`src/conv3x3_pkg.sv`:
```
// Package for the 3x3 image filter: sizes, register indexes, filter modes and
// the position record passed from the counters to the datapath. No dependencies.
package conv3x3_pkg;

   localparam int MAX_WIDTH  = 2048;
   localparam int MAX_HEIGHT = 4096;

   localparam int COL_W    = $clog2(MAX_WIDTH);
   localparam int WID_W    = COL_W + 1;
   localparam int ROW_W    = $clog2(MAX_HEIGHT);
   localparam int HGT_W    = ROW_W + 1;
   localparam int IN_ROW_W = 16;
   localparam logic [IN_ROW_W-1:0] IN_ROW_SAT = '1;

   localparam int MODE_REG_W   = 3;
   localparam int WIDTH_REG_W  = 12;
   localparam int HEIGHT_REG_W = 13;
   localparam int CSR_IDX_W    = 2;
   localparam int CSR_W        = 13;

   localparam int CH_W  = 8;
   localparam int PIX_W = 3 * CH_W;
   localparam int SUM_W = 14;

   // (2s+9)/18 as a reciprocal multiply: 7282 = ceil(2^17/18), exact for 2s+9 < 8192
   localparam int BOX_X_W   = 13;
   localparam int BOX_SHIFT = 17;
   localparam int BOX_P_W   = 2 * BOX_X_W;
   localparam logic [BOX_X_W-1:0] BOX_MUL = 13'd7282;

   typedef logic [PIX_W-1:0] pixel_type;

   typedef enum logic [MODE_REG_W-1:0] {
      MODE_BOX     = 3'd0,
      MODE_GAUSS   = 3'd1,
      MODE_OUTLINE = 3'd2,
      MODE_EMBOSS  = 3'd3,
      MODE_SHARPEN = 3'd4
   } mode_type;

   typedef enum logic [CSR_IDX_W-1:0] {
      CSR_FILTER_MODE  = 2'd0,
      CSR_IMAGE_WIDTH  = 2'd1,
      CSR_IMAGE_HEIGHT = 2'd2
   } csr_index_type;

   typedef struct packed {
      logic             take;
      logic             emit;
      logic             last;
      logic             top_ok;
      logic             bot_ok;
      logic             left_ok;
      logic             right_ok;
      logic [COL_W-1:0] col;
   } pos_type;

endpackage

```
`src/conv3x3_position.sv`:
```
// Input and output raster counters of the 3x3 filter; decides per item whether
// a result is due and which taps lie inside the frame. Uses conv3x3_pkg.
module conv3x3_position (
   input  logic                          clock,
   input  logic                          reset,
   input  logic                          step,
   input  logic                          kind,
   input  logic [conv3x3_pkg::WID_W-1:0] width,
   input  logic [conv3x3_pkg::HGT_W-1:0] height,
   output conv3x3_pkg::pos_type          pos
);
   import conv3x3_pkg::*;

   logic [COL_W-1:0]    in_col_ff,  in_col_in;
   logic [IN_ROW_W-1:0] in_row_ff,  in_row_in;
   logic [COL_W-1:0]    out_col_ff, out_col_in;
   logic [ROW_W-1:0]    out_row_ff, out_row_in;
   logic                in_col_end, out_col_end, out_row_end;

   always_comb begin
      in_col_end  = ({1'b0, in_col_ff} + WID_W'(1)) >= width;
      out_col_end = ({1'b0, out_col_ff} + WID_W'(1)) >= width;
      out_row_end = ({1'b0, out_row_ff} + HGT_W'(1)) >= height;

      pos.take     = !kind && (32'(in_row_ff) < 32'(height));
      pos.emit     = (in_row_ff >= IN_ROW_W'(2)) ||
                     ((in_row_ff == IN_ROW_W'(1)) && (in_col_ff != '0));
      pos.last     = out_row_end && out_col_end;
      pos.top_ok   = out_row_ff != '0;
      pos.bot_ok   = !out_row_end;
      pos.left_ok  = out_col_ff != '0;
      pos.right_ok = !out_col_end;
      pos.col      = in_col_ff;
   end

   always_comb begin
      in_col_in  = in_col_ff;
      in_row_in  = in_row_ff;
      out_col_in = out_col_ff;
      out_row_in = out_row_ff;
      if (pos.emit) begin
         if (out_col_end) begin
            out_col_in = '0;
            out_row_in = out_row_ff + ROW_W'(1);
         end else begin
            out_col_in = out_col_ff + COL_W'(1);
         end
      end
      if (pos.emit && pos.last) begin
         in_col_in  = '0;
         in_row_in  = '0;
         out_col_in = '0;
         out_row_in = '0;
      end else if (in_col_end) begin
         in_col_in = '0;
         if (in_row_ff != IN_ROW_SAT) begin
            in_row_in = in_row_ff + IN_ROW_W'(1);
         end
      end else begin
         in_col_in = in_col_ff + COL_W'(1);
      end
   end

   always_ff @(posedge clock) begin
      if (reset) begin
         in_col_ff  <= '0;
         in_row_ff  <= '0;
         out_col_ff <= '0;
         out_row_ff <= '0;
      end else if (step) begin
         in_col_ff  <= in_col_in;
         in_row_ff  <= in_row_in;
         out_col_ff <= out_col_in;
         out_row_ff <= out_row_in;
      end
   end

endmodule

```
`config.mk`:
```
export PLATFORM = sky130hd
export DESIGN_NAME = conv3x3_position
export DESIGN_NICKNAME = d
export VERILOG_FILES = /design/src/conv3x3_pkg.sv /design/src/conv3x3_position.sv
export SDC_FILE = /design/constraint.sdc
export NUM_CORES = 1
export LEC_CHECK = 0
export BUFFER_PORTS_ARGS = -buffer_cell sky130_fd_sc_hd__clkbuf_2
export CAP_MARGIN = 0
export CORE_MARGIN = 3
export CORE_UTILIZATION = 61
export CTS_BUF_LIST = sky130_fd_sc_hd__clkbuf_4 sky130_fd_sc_hd__clkbuf_8
export DETAILED_ROUTE_END_ITERATION = 16
export PLACE_DENSITY = 0.9
export SYNTH_ARGS = -nofsm -noshare
export SYNTH_HDL_FRONTEND = slang
export SYNTH_SLANG_ARGS = --single-unit
```
`constraint.sdc`:
```
create_clock -name clock -period 4.41 [get_ports clock]
set_input_delay 0.6615 -clock clock [delete_from_list [all_inputs] [get_ports clock]]
set_output_delay 0.6615 -clock clock [all_outputs]
set_load 0.02 [all_outputs]
```
==> impl_metrics.csv <==
group,metric,value,unit
sta,setup_viol,0,
global_route,grt_antenna_before_repair,0,
placed_design,io_buffers,46,
global_route,gr-total-overflow,0,
layout,layout_common_cells,"ha_1 (58), dfxtp_1 (50), clkbuf_2 (46), inv_1 (42), nand3_1 (39)",
sta,min_period,4.14,ns
pwr,p_per_area,190,nW/um^2
pwr,switching_share,0.243,
detailed_routing,wl_per_cell,15.8,um
global_route,grt_pass1_wl,17200,um
floorplan,core,6490,um^2
setup_path,startpoint_type,"flip-flop",
global_route,grt_pass1_vias,3738,
floorplan,pin_count,47,
placed_design,dp_hpwl,7700,um
synthesis,synth_top_area_frac,0.238,
clock_network,clock_path_buffers,2,
detailed_routing,drc,0,
clock_network,cts.sinks,50,
sta,finalCritPeriodShare,0.939,
setup_path,cp_max_fo,11,
pwr,p_clk_frac,0.380,
layout,antenna_cells,0,
floorplan,start_util,0.647,
placed_design,place_congestion,0.927,
synthesis,yosys_warnings,0,
global_route,grt.total_usage,0.270,
clock_network,cts_tree,"built",
sta,slew_headroom,0.556,
setup_path,critPathArrivalTime,3.48,ns
floorplan,rows,29,
layout,multi_input_area,2970,um^2
pwr,ir_drop,0.171,mV
hold_path,hold_class,"reg -> reg",
synthesis,synth_top_cell_by_area,"dfxtp_1",
setup_path,worstSetupPathType,"reg -> out",
sta,fmax,0.242,GHz
pwr,power_frac_seq,0.517,
run,cap_violations,0,
synthesis,synth_edf_count,0,
detailed_routing,drt-vias-per-instance,6.25,
layout,fillers,533,
synthesis,synthTopCellsByArea,"dfxtp_1 (24%), ha_1 (17%), nand3_1 (4.8%), a21oi_1 (3.9%), inv_1 (3.8%)",
synthesis,synth.distinct_cells,60,
detailed_routing,first_iter_violations,281,
synthesis,synth_area,4200,um^2
floorplan,fp.dieW,89.0,um
setup_path,crit_required,3.75,ns
sta,worstMarginPinSlew,0.663,ns
floorplan,die_area,7910,um^2
clock_network,clock-root-buffer,"clkbuf_8",
pwr,p_int,667,uW
synthesis,yosysSeqAreaShare,0.238,
clock_network,htree_levels,2,
setup_path,setup.worst_path.end_class,"output port",
detailed_routing,finalWirelength,10200,um
layout,area_delta_synth_final,10.7,%
detailed_routing,dr.pass1.iters,5,
global_route,grt_max_degree,30,
detailed_routing,postRouteAntennaNets,0,
synthesis,synth-main-ff-cell,"dfxtp_1",
sta,finClkSkew,0.0120,ns
layout,layout_commonest_cell,"ha_1",
layout,fin_util,0.716,
synthesis,avgSynthCellArea,8.00,um^2
layout,drive_above_1_share,0.157,
layout,regArea,1000,um^2
sta,finalHoldViolations,0,
clock_network,numCtsBuffers,5,
pwr,p_leak,2.19,nW
placed_design,place_ws,0.317,ns
sta,post-route-worst-setup-slack,0.270,ns
layout,layout.nets,659,
floorplan,die_h,89.0,um
sta,holdWs,0.524,ns
sta,maxSlewViolCount,0,
pwr,p_comb_frac,0.103,
synthesis,async_flop_share,0,
clock_network,clk_transition_reported_paths,0.10,ns
pwr,p_switching,214,uW
synthesis,syn_inst,525,
synthesis,synth_fp_nets,612,
status,outcome,"finished clean",
clock_network,cts_hold_buf,0,
synthesis,ys_ff_latch,50,
detailed_routing,dr_total_vias,4063,
clock_network,clock_latency,0.31,ns
[critical path: stages, from the launching register on]
cell and delay (ns):
dfxtp_1 0.42, ha_1 0.25, and3_1 0.27, nand3_1 0.22
nor2_4 0.22, nand3_1 0.13, xnor2_1 0.16, ha_1 0.28
and4_1 0.22, a221oi_2 0.27, nand2_1 0.16, buf_4 0.23
inv_1 0.14, clkbuf_2 0.19
[cells in the mapped netlist, drive strengths merged, types with 2 or more instances]
library cell	n
a221oi	3
xor2	16
o21ai	27
a22o	9
xnor2	12
o31ai	2
and4	3
nor4	7
nand3b	13
nand2b	8
o311ai	9
a21o	8
a21oi	33
nand4	7
nor2	38
o211ai	3
a31oi	4
buf	9
a211o	2
nand4b	2
ha	58
nor3	8
inv	42
nand3	41
dfxtp	50
nor3b	3
a211oi	5
a31o	9
o21a	2
or2	3
nor4b	2
clkbuf	8
and3	20
o2111ai	2
a22oi	2
nor2b	2
nand2	37
or3	3
and2	3
[cells by family after synthesis]
logic type,share of synthesized area
buf+inv,0.0596
mux,0.00238
fa+ha+maj,0.173
flops,0.238
compound gates,0.212
xor+xnor,0.0584
simple gates,0.256
[worst paths after layout]
| kind | start | slack [ns] | depth (start not counted) | end |
|---|---|---|---|---|
| max | out_row_ff[0] | 0.27 | 13 | pos[13] |
| min | out_row_ff[1] | 0.52 | 2 | out_row_ff[1] |
| max reg2reg | out_col_ff[2] | 0.48 | 14 | in_col_ff[8] |
| min reg2reg | out_row_ff[1] | 0.52 | 2 | out_row_ff[1] |
[flip-flops by register name, summed over array words and instances, names as in the netlist]
register,cells
in_row_ff,16
out_row_ff,12
in_col_ff,11
out_col_ff,11
[layer usage]
layer	vias to the layer above	global-route usage	share of wire
li1	2020	-	-
met1	1887	0.346	0.44
met2	138	0.472	0.49
met3	18	0.0304	0.052
met4	0	0.0893	0.019
met5	-	0	0
[power groups by stage]
| stage | Sequential (mW) | Combinational [mW] | Clock (mW) |
|---|---|---|---|
| after floorplan | 0.467 | 0.0579 | 0 |
| after global placement | 0.466 | 0.0852 | 0 |
| after detailed placement | 0.466 | 0.0900 | 0 |
| after CTS | 0.455 | 0.0905 | 0.339 |
| after global routing | 0.456 | 0.104 | 0.354 |
| final | 0.455 | 0.0911 | 0.335 |
[final cells by class]
type,instances,share of cell area
timing repair buffer,57,0.0673
sequential,50,0.215
clock buffer,6,0.0164
clock inverter,2,0.00807
inverter,42,0.0339
multi-input combinational,416,0.638
tap,77,0.0207
[metrics by stage]
| stage | std cells | power (mW) | area (um^2) | setup TNS [ns] |
|---|---|---|---|---|
| finish | 650 | 0.881 | 4650 | 0 |
| CTS | 646 | 0.885 | 4600 | 0 |
| global placement | 638 | 0.551 | 4490 | 0 |
| detailed placement | 638 | 0.556 | 4490 | 0 |
| floorplan | 525 | 0.525 | 4200 | 0 |
| global route | 650 | 0.913 | 4650 | -0.0215 |
[repair_timing]
item	in CTS	in global routing
setup endpoints to repair	0	23
setup buffers	0	4
hold endpoints to repair	0	0
resized for setup	0	5
Note: power is estimated with default switching activity, not from simulation.
