<file path="config.mk">
export PLATFORM = sky130hd
export DESIGN_NAME = conv3x3_kernel
export DESIGN_NICKNAME = d
export VERILOG_FILES = /design/src/conv3x3_pkg.sv /design/src/conv3x3_kernel.sv
export SDC_FILE = /design/constraint.sdc
export NUM_CORES = 1
export LEC_CHECK = 0
export ABC_CLOCK_PERIOD_IN_PS = 22800
export BUFFER_PORTS_ARGS = -buffer_cell sky130_fd_sc_hd__buf_2
export CORE_ASPECT_RATIO = 0.7
export CORE_MARGIN = 5
export CORE_UTILIZATION = 60
export DETAILED_ROUTE_END_ITERATION = 12
export PLACE_DENSITY = 0.8
export SYNTH_ARGS = -nofsm -noshare
export SYNTH_HDL_FRONTEND = slang
export SYNTH_SLANG_ARGS = --single-unit
</file>
<file path="constraint.sdc">
create_clock -name vclk -period 22.8
set_clock_uncertainty 0.15 [all_clocks]
set_input_delay 1.14 -clock vclk [all_inputs]
set_output_delay 1.14 -clock vclk [all_outputs]
set_load 0.03 [all_outputs]
</file>
<file path="src/conv3x3_pkg.sv">
// Package for the 3x3 image filter: sizes, register indexes, filter modes and
// the position record passed from the counters to the datapath. No dependencies.
package conv3x3_pkg;

   localparam int MAX_WIDTH  = 2048;
   localparam int MAX_HEIGHT = 4096;

   localparam int COL_W    = $clog2(MAX_WIDTH);
   localparam int WID_W    = COL_W + 1;
   localparam int ROW_W    = $clog2(MAX_HEIGHT);
   localparam int HGT_W    = ROW_W + 1;
   localparam int IN_ROW_W = 16;
   localparam logic [IN_ROW_W-1:0] IN_ROW_SAT = '1;

   localparam int MODE_REG_W   = 3;
   localparam int WIDTH_REG_W  = 12;
   localparam int HEIGHT_REG_W = 13;
   localparam int CSR_IDX_W    = 2;
   localparam int CSR_W        = 13;

   localparam int CH_W  = 8;
   localparam int PIX_W = 3 * CH_W;
   localparam int SUM_W = 14;

   // (2s+9)/18 as a reciprocal multiply: 7282 = ceil(2^17/18), exact for 2s+9 < 8192
   localparam int BOX_X_W   = 13;
   localparam int BOX_SHIFT = 17;
   localparam int BOX_P_W   = 2 * BOX_X_W;
   localparam logic [BOX_X_W-1:0] BOX_MUL = 13'd7282;

   typedef logic [PIX_W-1:0] pixel_type;

   typedef enum logic [MODE_REG_W-1:0] {
      MODE_BOX     = 3'd0,
      MODE_GAUSS   = 3'd1,
      MODE_OUTLINE = 3'd2,
      MODE_EMBOSS  = 3'd3,
      MODE_SHARPEN = 3'd4
   } mode_type;

   typedef enum logic [CSR_IDX_W-1:0] {
      CSR_FILTER_MODE  = 2'd0,
      CSR_IMAGE_WIDTH  = 2'd1,
      CSR_IMAGE_HEIGHT = 2'd2
   } csr_index_type;

   typedef struct packed {
      logic             take;
      logic             emit;
      logic             last;
      logic             top_ok;
      logic             bot_ok;
      logic             left_ok;
      logic             right_ok;
      logic [COL_W-1:0] col;
   } pos_type;

endpackage

</file>
<file path="src/conv3x3_kernel.sv">
// One colour channel of the 3x3 filter: weighted sum of the nine taps for the
// selected kernel, rounding and clamping to 0..255. Uses conv3x3_pkg.
module conv3x3_kernel (
   input  logic [8:0][conv3x3_pkg::CH_W-1:0] tap,
   input  logic [8:0]                        tap_ok,
   input  conv3x3_pkg::mode_type             mode,
   output logic [conv3x3_pkg::CH_W-1:0]      value
);
   import conv3x3_pkg::*;

   logic [CH_W-1:0]         t [9];
   logic [CH_W+1:0]         corners, edges;
   logic signed [SUM_W-1:0] sum;
   logic signed [SUM_W-1:0] v;
   logic [BOX_X_W-1:0]      box_x;
   logic [BOX_P_W-1:0]      box_p;

   always_comb begin
      for (int i = 0; i < 9; i++) begin
         t[i] = tap_ok[i] ? tap[i] : '0;
      end
      corners = (CH_W+2)'(t[0]) + (CH_W+2)'(t[2]) + (CH_W+2)'(t[6]) + (CH_W+2)'(t[8]);
      edges   = (CH_W+2)'(t[1]) + (CH_W+2)'(t[3]) + (CH_W+2)'(t[5]) + (CH_W+2)'(t[7]);

      case (mode)
         MODE_GAUSS:   sum = SUM_W'(corners) + SUM_W'({edges, 1'b0}) + SUM_W'({t[4], 2'b00});
         MODE_OUTLINE: sum = SUM_W'({t[4], 3'b000}) - SUM_W'(corners) - SUM_W'(edges);
         MODE_EMBOSS:  sum = SUM_W'({t[8], 1'b0}) - SUM_W'({t[0], 1'b0}) + SUM_W'(t[5])
                             + SUM_W'(t[7]) - SUM_W'(t[1]) - SUM_W'(t[3]) + SUM_W'(t[4]);
         MODE_SHARPEN: sum = SUM_W'({t[4], 2'b00}) + SUM_W'(t[4]) - SUM_W'(edges);
         default:      sum = SUM_W'(corners) + SUM_W'(edges) + SUM_W'(t[4]);
      endcase

      // box sum is never negative and below 2^12
      box_x = {sum[BOX_X_W-2:0], 1'b0} + BOX_X_W'(9);
      box_p = BOX_P_W'(box_x) * BOX_P_W'(BOX_MUL);

      case (mode)
         MODE_GAUSS:                           v = (sum + SUM_W'(8)) >>> 4;
         MODE_OUTLINE, MODE_EMBOSS, MODE_SHARPEN: v = sum;
         default:                              v = SUM_W'(box_p >> BOX_SHIFT);
      endcase

      if (v < 0) begin
         value = '0;
      end else if (v > SUM_W'(255)) begin
         value = '1;
      end else begin
         value = v[CH_W-1:0];
      end
   end

endmodule

</file>
==> reports/results.env <==
SYNTH.CELL_AREA_MM2=0.00931
CLOCKBUFFERCOUNT=0
DIE_W_UM=159
POSTCTSSETUPREPAIRBUFS=0
INITIAL_ANTENNA_VIOLATION_COUNT=0
FINAL_PERIOD_MINUS_WORST_SETUP_SLACK_PS=14240
GRT_START_MAX_NET_PINS=23
FIRST_PASS_GRT_WIRE_LENGTH_MM=42.7
SETUP_VIOL_COUNT_FINAL=0
TIMING.CRITICAL_PATH.FROM='tap_ok[7]'
DETAIL_ROUTE.DRC_VIOLATIONS=0
START_UTIL=0.606
MULTIINPUTGATEAREA_MM2=0.00830
CRITICAL_PATH_CLASS='input port to output port'
STARTPOINT_TYPE='input port'
SLOWEST_DELAY_PS=550
MAX_CAPACITANCE_VIOLATION_TOTAL=0
POSTCTSHOLDBUFS=0
AREA.SEQUENTIAL_UM2=0
CORE_REGION_AREA_MM2=0.0154
TOP_LEVEL_PORTS=92
WIRE_PER_INST_UM=18.6
FIN_TNS_SETUP_PS=0
PLACE_CONGESTION=0.983
MAX-SLEW-MARGIN-REL=0.399
FMAXACHIEVABLE_MHz=70.2
WORST-ENDPOINT-REQUIRED_PS=21510
TIGHTEST_SLEW_PS=898
FIRST_GLOBAL_VIAS=8319
TIMING.CRITICAL_PATH.FANOUT_MAX=8
GLOBALROUTE.TOTALOVERFLOW=0
DIEAREA_MM2=0.0182
SEQUENTIAL_CELL_TOTAL=0
SYNTH-SEQ-AREA-SHARE=0
YOSYS.CELL_TYPES.COUNT=81
RSZ_0062_RAISED_AFTER_GLOBAL_ROUTING='false'
FIRST_ITER_VIOLATIONS=1084
GR-USAGE-ALL-LAYERS=0.288
FLOORPLAN.ROWS=38
ANTENNA_CELLS_INSERTED=0
TIMING_MAX_TRANSITION_VIOLATIONS_FINAL=0
FLOW.AREA_GROWTH_FROM_SYNTHESIS_PCT=6.78
DRT_WL_TOTAL_MM=26.3
FINAL-HOLD-VIOLATION-COUNT=0
DP.FINAL_HPWL_MM=23.7
POSTROUTEANTENNANETS=0
NUM_VIAS=8351
CRITICAL_PATH.SLOWEST_CELL='sky130_fd_sc_hd__fa_1'
LAYOUT.FILLER_CELLS=1375
FIN_NETS=1585
MIN_DELAY_PATH_DEPTH=6
RUN_STATUS='complete, no violations'
NETLIST_INSTANCES=1138
DRTPASS1ITERATIONS=8
HOLD_PATH.CLASS='input port to output port'
SYN_AREA_PER_CELL_UM2=8.18
FINAL_MIN_PERIOD_OVER_CLOCK_PERIOD=0.625
TIMING.HOLD.WORST.START='mode[0]'
FP.DIEH_UM=114
PORT_BUFFERS=92
MAPPEDNETLISTNETS=1509
YOSYSWARNINGCOUNT=0
CTSRESIZECOUNT=0
FRACTION_OF_FINAL_LAYOUT_CELLS_WITH_DRIVE_STRENGTH_GREATER_THAN_1=0.0982
ARRIVAL_PS=12950
POST_DRT_VIA_CELL_RATIO=5.91
END_KIND='output port'
## through the flow
step / cells / setup WS [ps] / cell area, um^2 / hold slack, ps / util
6_report: 1412 / 8560 / 9940 / 2970 / 0.648
5_1_grt: 1412 / 7860 / 9940 / 3000 / 0.648
4_1_cts: 1412 / 8740 / 9940 / 2960 / 0.648
3_5_place_dp: 1412 / 8770 / 9940 / 2950 / 0.648
3_3_place_gp: 1412 / 9070 / 9940 / 2940 / 0.648
2_1_floorplan: 1138 / 9990 / 9310 / 2780 / -
## cells in the final DEF (no fill, tap or decap), drive strengths merged, types with 4 or more instances in the layout
| master | synthesis | routed |
|---|---|---|
| a221oi | 5 | 5 |
| ha | 165 | 165 |
| nand2b | 18 | 18 |
| o21a | 10 | 10 |
| nor2b | 17 | 17 |
| o22ai | 7 | 7 |
| o21bai | 10 | 10 |
| nor3 | 13 | 13 |
| and3 | 6 | 6 |
| nand3 | 10 | 10 |
| o31ai | 6 | 6 |
| o221ai | 5 | 5 |
| and2 | 40 | 40 |
| fa | 122 | 122 |
| or3 | 5 | 5 |
| xor2 | 27 | 27 |
| a211oi | 8 | 8 |
| a21oi | 58 | 58 |
| xnor2 | 54 | 54 |
| buf | 9 | 94 |
| nor2 | 62 | 62 |
| inv | 245 | 245 |
| nand2 | 76 | 76 |
| mux2i | 7 | 7 |
| nand3b | 4 | 4 |
| nand4 | 4 | 4 |
| a21o | 21 | 21 |
| a22oi | 6 | 6 |
| a31oi | 10 | 10 |
| o211ai | 8 | 8 |
| o21ai | 36 | 36 |
## critical path: cells and delay by family
family                     cells  cell delay (ps)
adders and majority gates     12             5260
AOI/OAI and AO/OA             13             3080
and+or+nand+nor                9             1570
buffers and inverters         10             1020
xor gates and xnor gates       3              910
## path summary, 6_finish.rpt
kind / slack (ps) / to
setup / recovery: 8560 / value[5]
hold / removal: 2970 / value[2]
## synthesized netlist by cell type (all sizes together) (3+ instances only)
cell type / instances / area share
inv: 245 / 0.099
ha: 165 / 0.22
fa: 122 / 0.26
nand2: 76 / 0.031
nor2: 62 / 0.026
a21oi: 58 / 0.032
xnor2: 54 / 0.051
and2: 40 / 0.027
o21ai: 36 / 0.019
xor2: 27 / 0.025
a21o: 21 / 0.017
nand2b: 18 / 0.012
nor2b: 17 / 0.011
nor3: 13 / 0.0081
clkbuf: 11 / 0.0046
a31oi: 10 / 0.0067
nand3: 10 / 0.0054
o21a: 10 / 0.0081
o21bai: 10 / 0.0081
buf: 9 / 0.0055
a211oi: 8 / 0.0075
o211ai: 8 / 0.0064
mux2i: 7 / 0.0075
o22ai: 7 / 0.0047
a22oi: 6 / 0.0063
and3: 6 / 0.0046
o31ai: 6 / 0.0074
a221oi: 5 / 0.0054
o221ai: 5 / 0.0047
or3: 5 / 0.0034
nand3b: 4 / 0.0032
nand4: 4 / 0.0034
a211o: 3 / 0.0028
a222oi: 3 / 0.0032
a32oi: 3 / 0.0044
and4: 3 / 0.0028
nor3b: 3 / 0.0030
o22a: 3 / 0.0028
o32ai: 3 / 0.0036
## metal layers
layer	track usage	routed length, um	vias up
li1	-	-	3909
met1	0.443	12000	3929
met2	0.424	10400	465
met3	0.0651	3400	48
met4	0.0403	389	0
met5	0	0	-
## kinds of logic (layout without fill, tap and decap cells)
group | after synthesis | after routing | synth area share
fa+ha+maj | 287 | 287 | 0.484
simple gates | 272 | 272 | 0.151
buf+inv | 265 | 339 | 0.109
compound gates | 226 | 226 | 0.172
xor+xnor | 81 | 81 | 0.0762
mux | 7 | 7 | 0.00752
## layout make-up
cell class                      instances  share of cell area
Tap cell                              200              0.0252
Timing Repair Buffer                   94              0.0478
Multi-Input combinational cell        873               0.835
Inverter                              245              0.0925
Power is not shown: default switching activity piles up to over one toggle a cycle in this logic, so the estimate is an artifact.
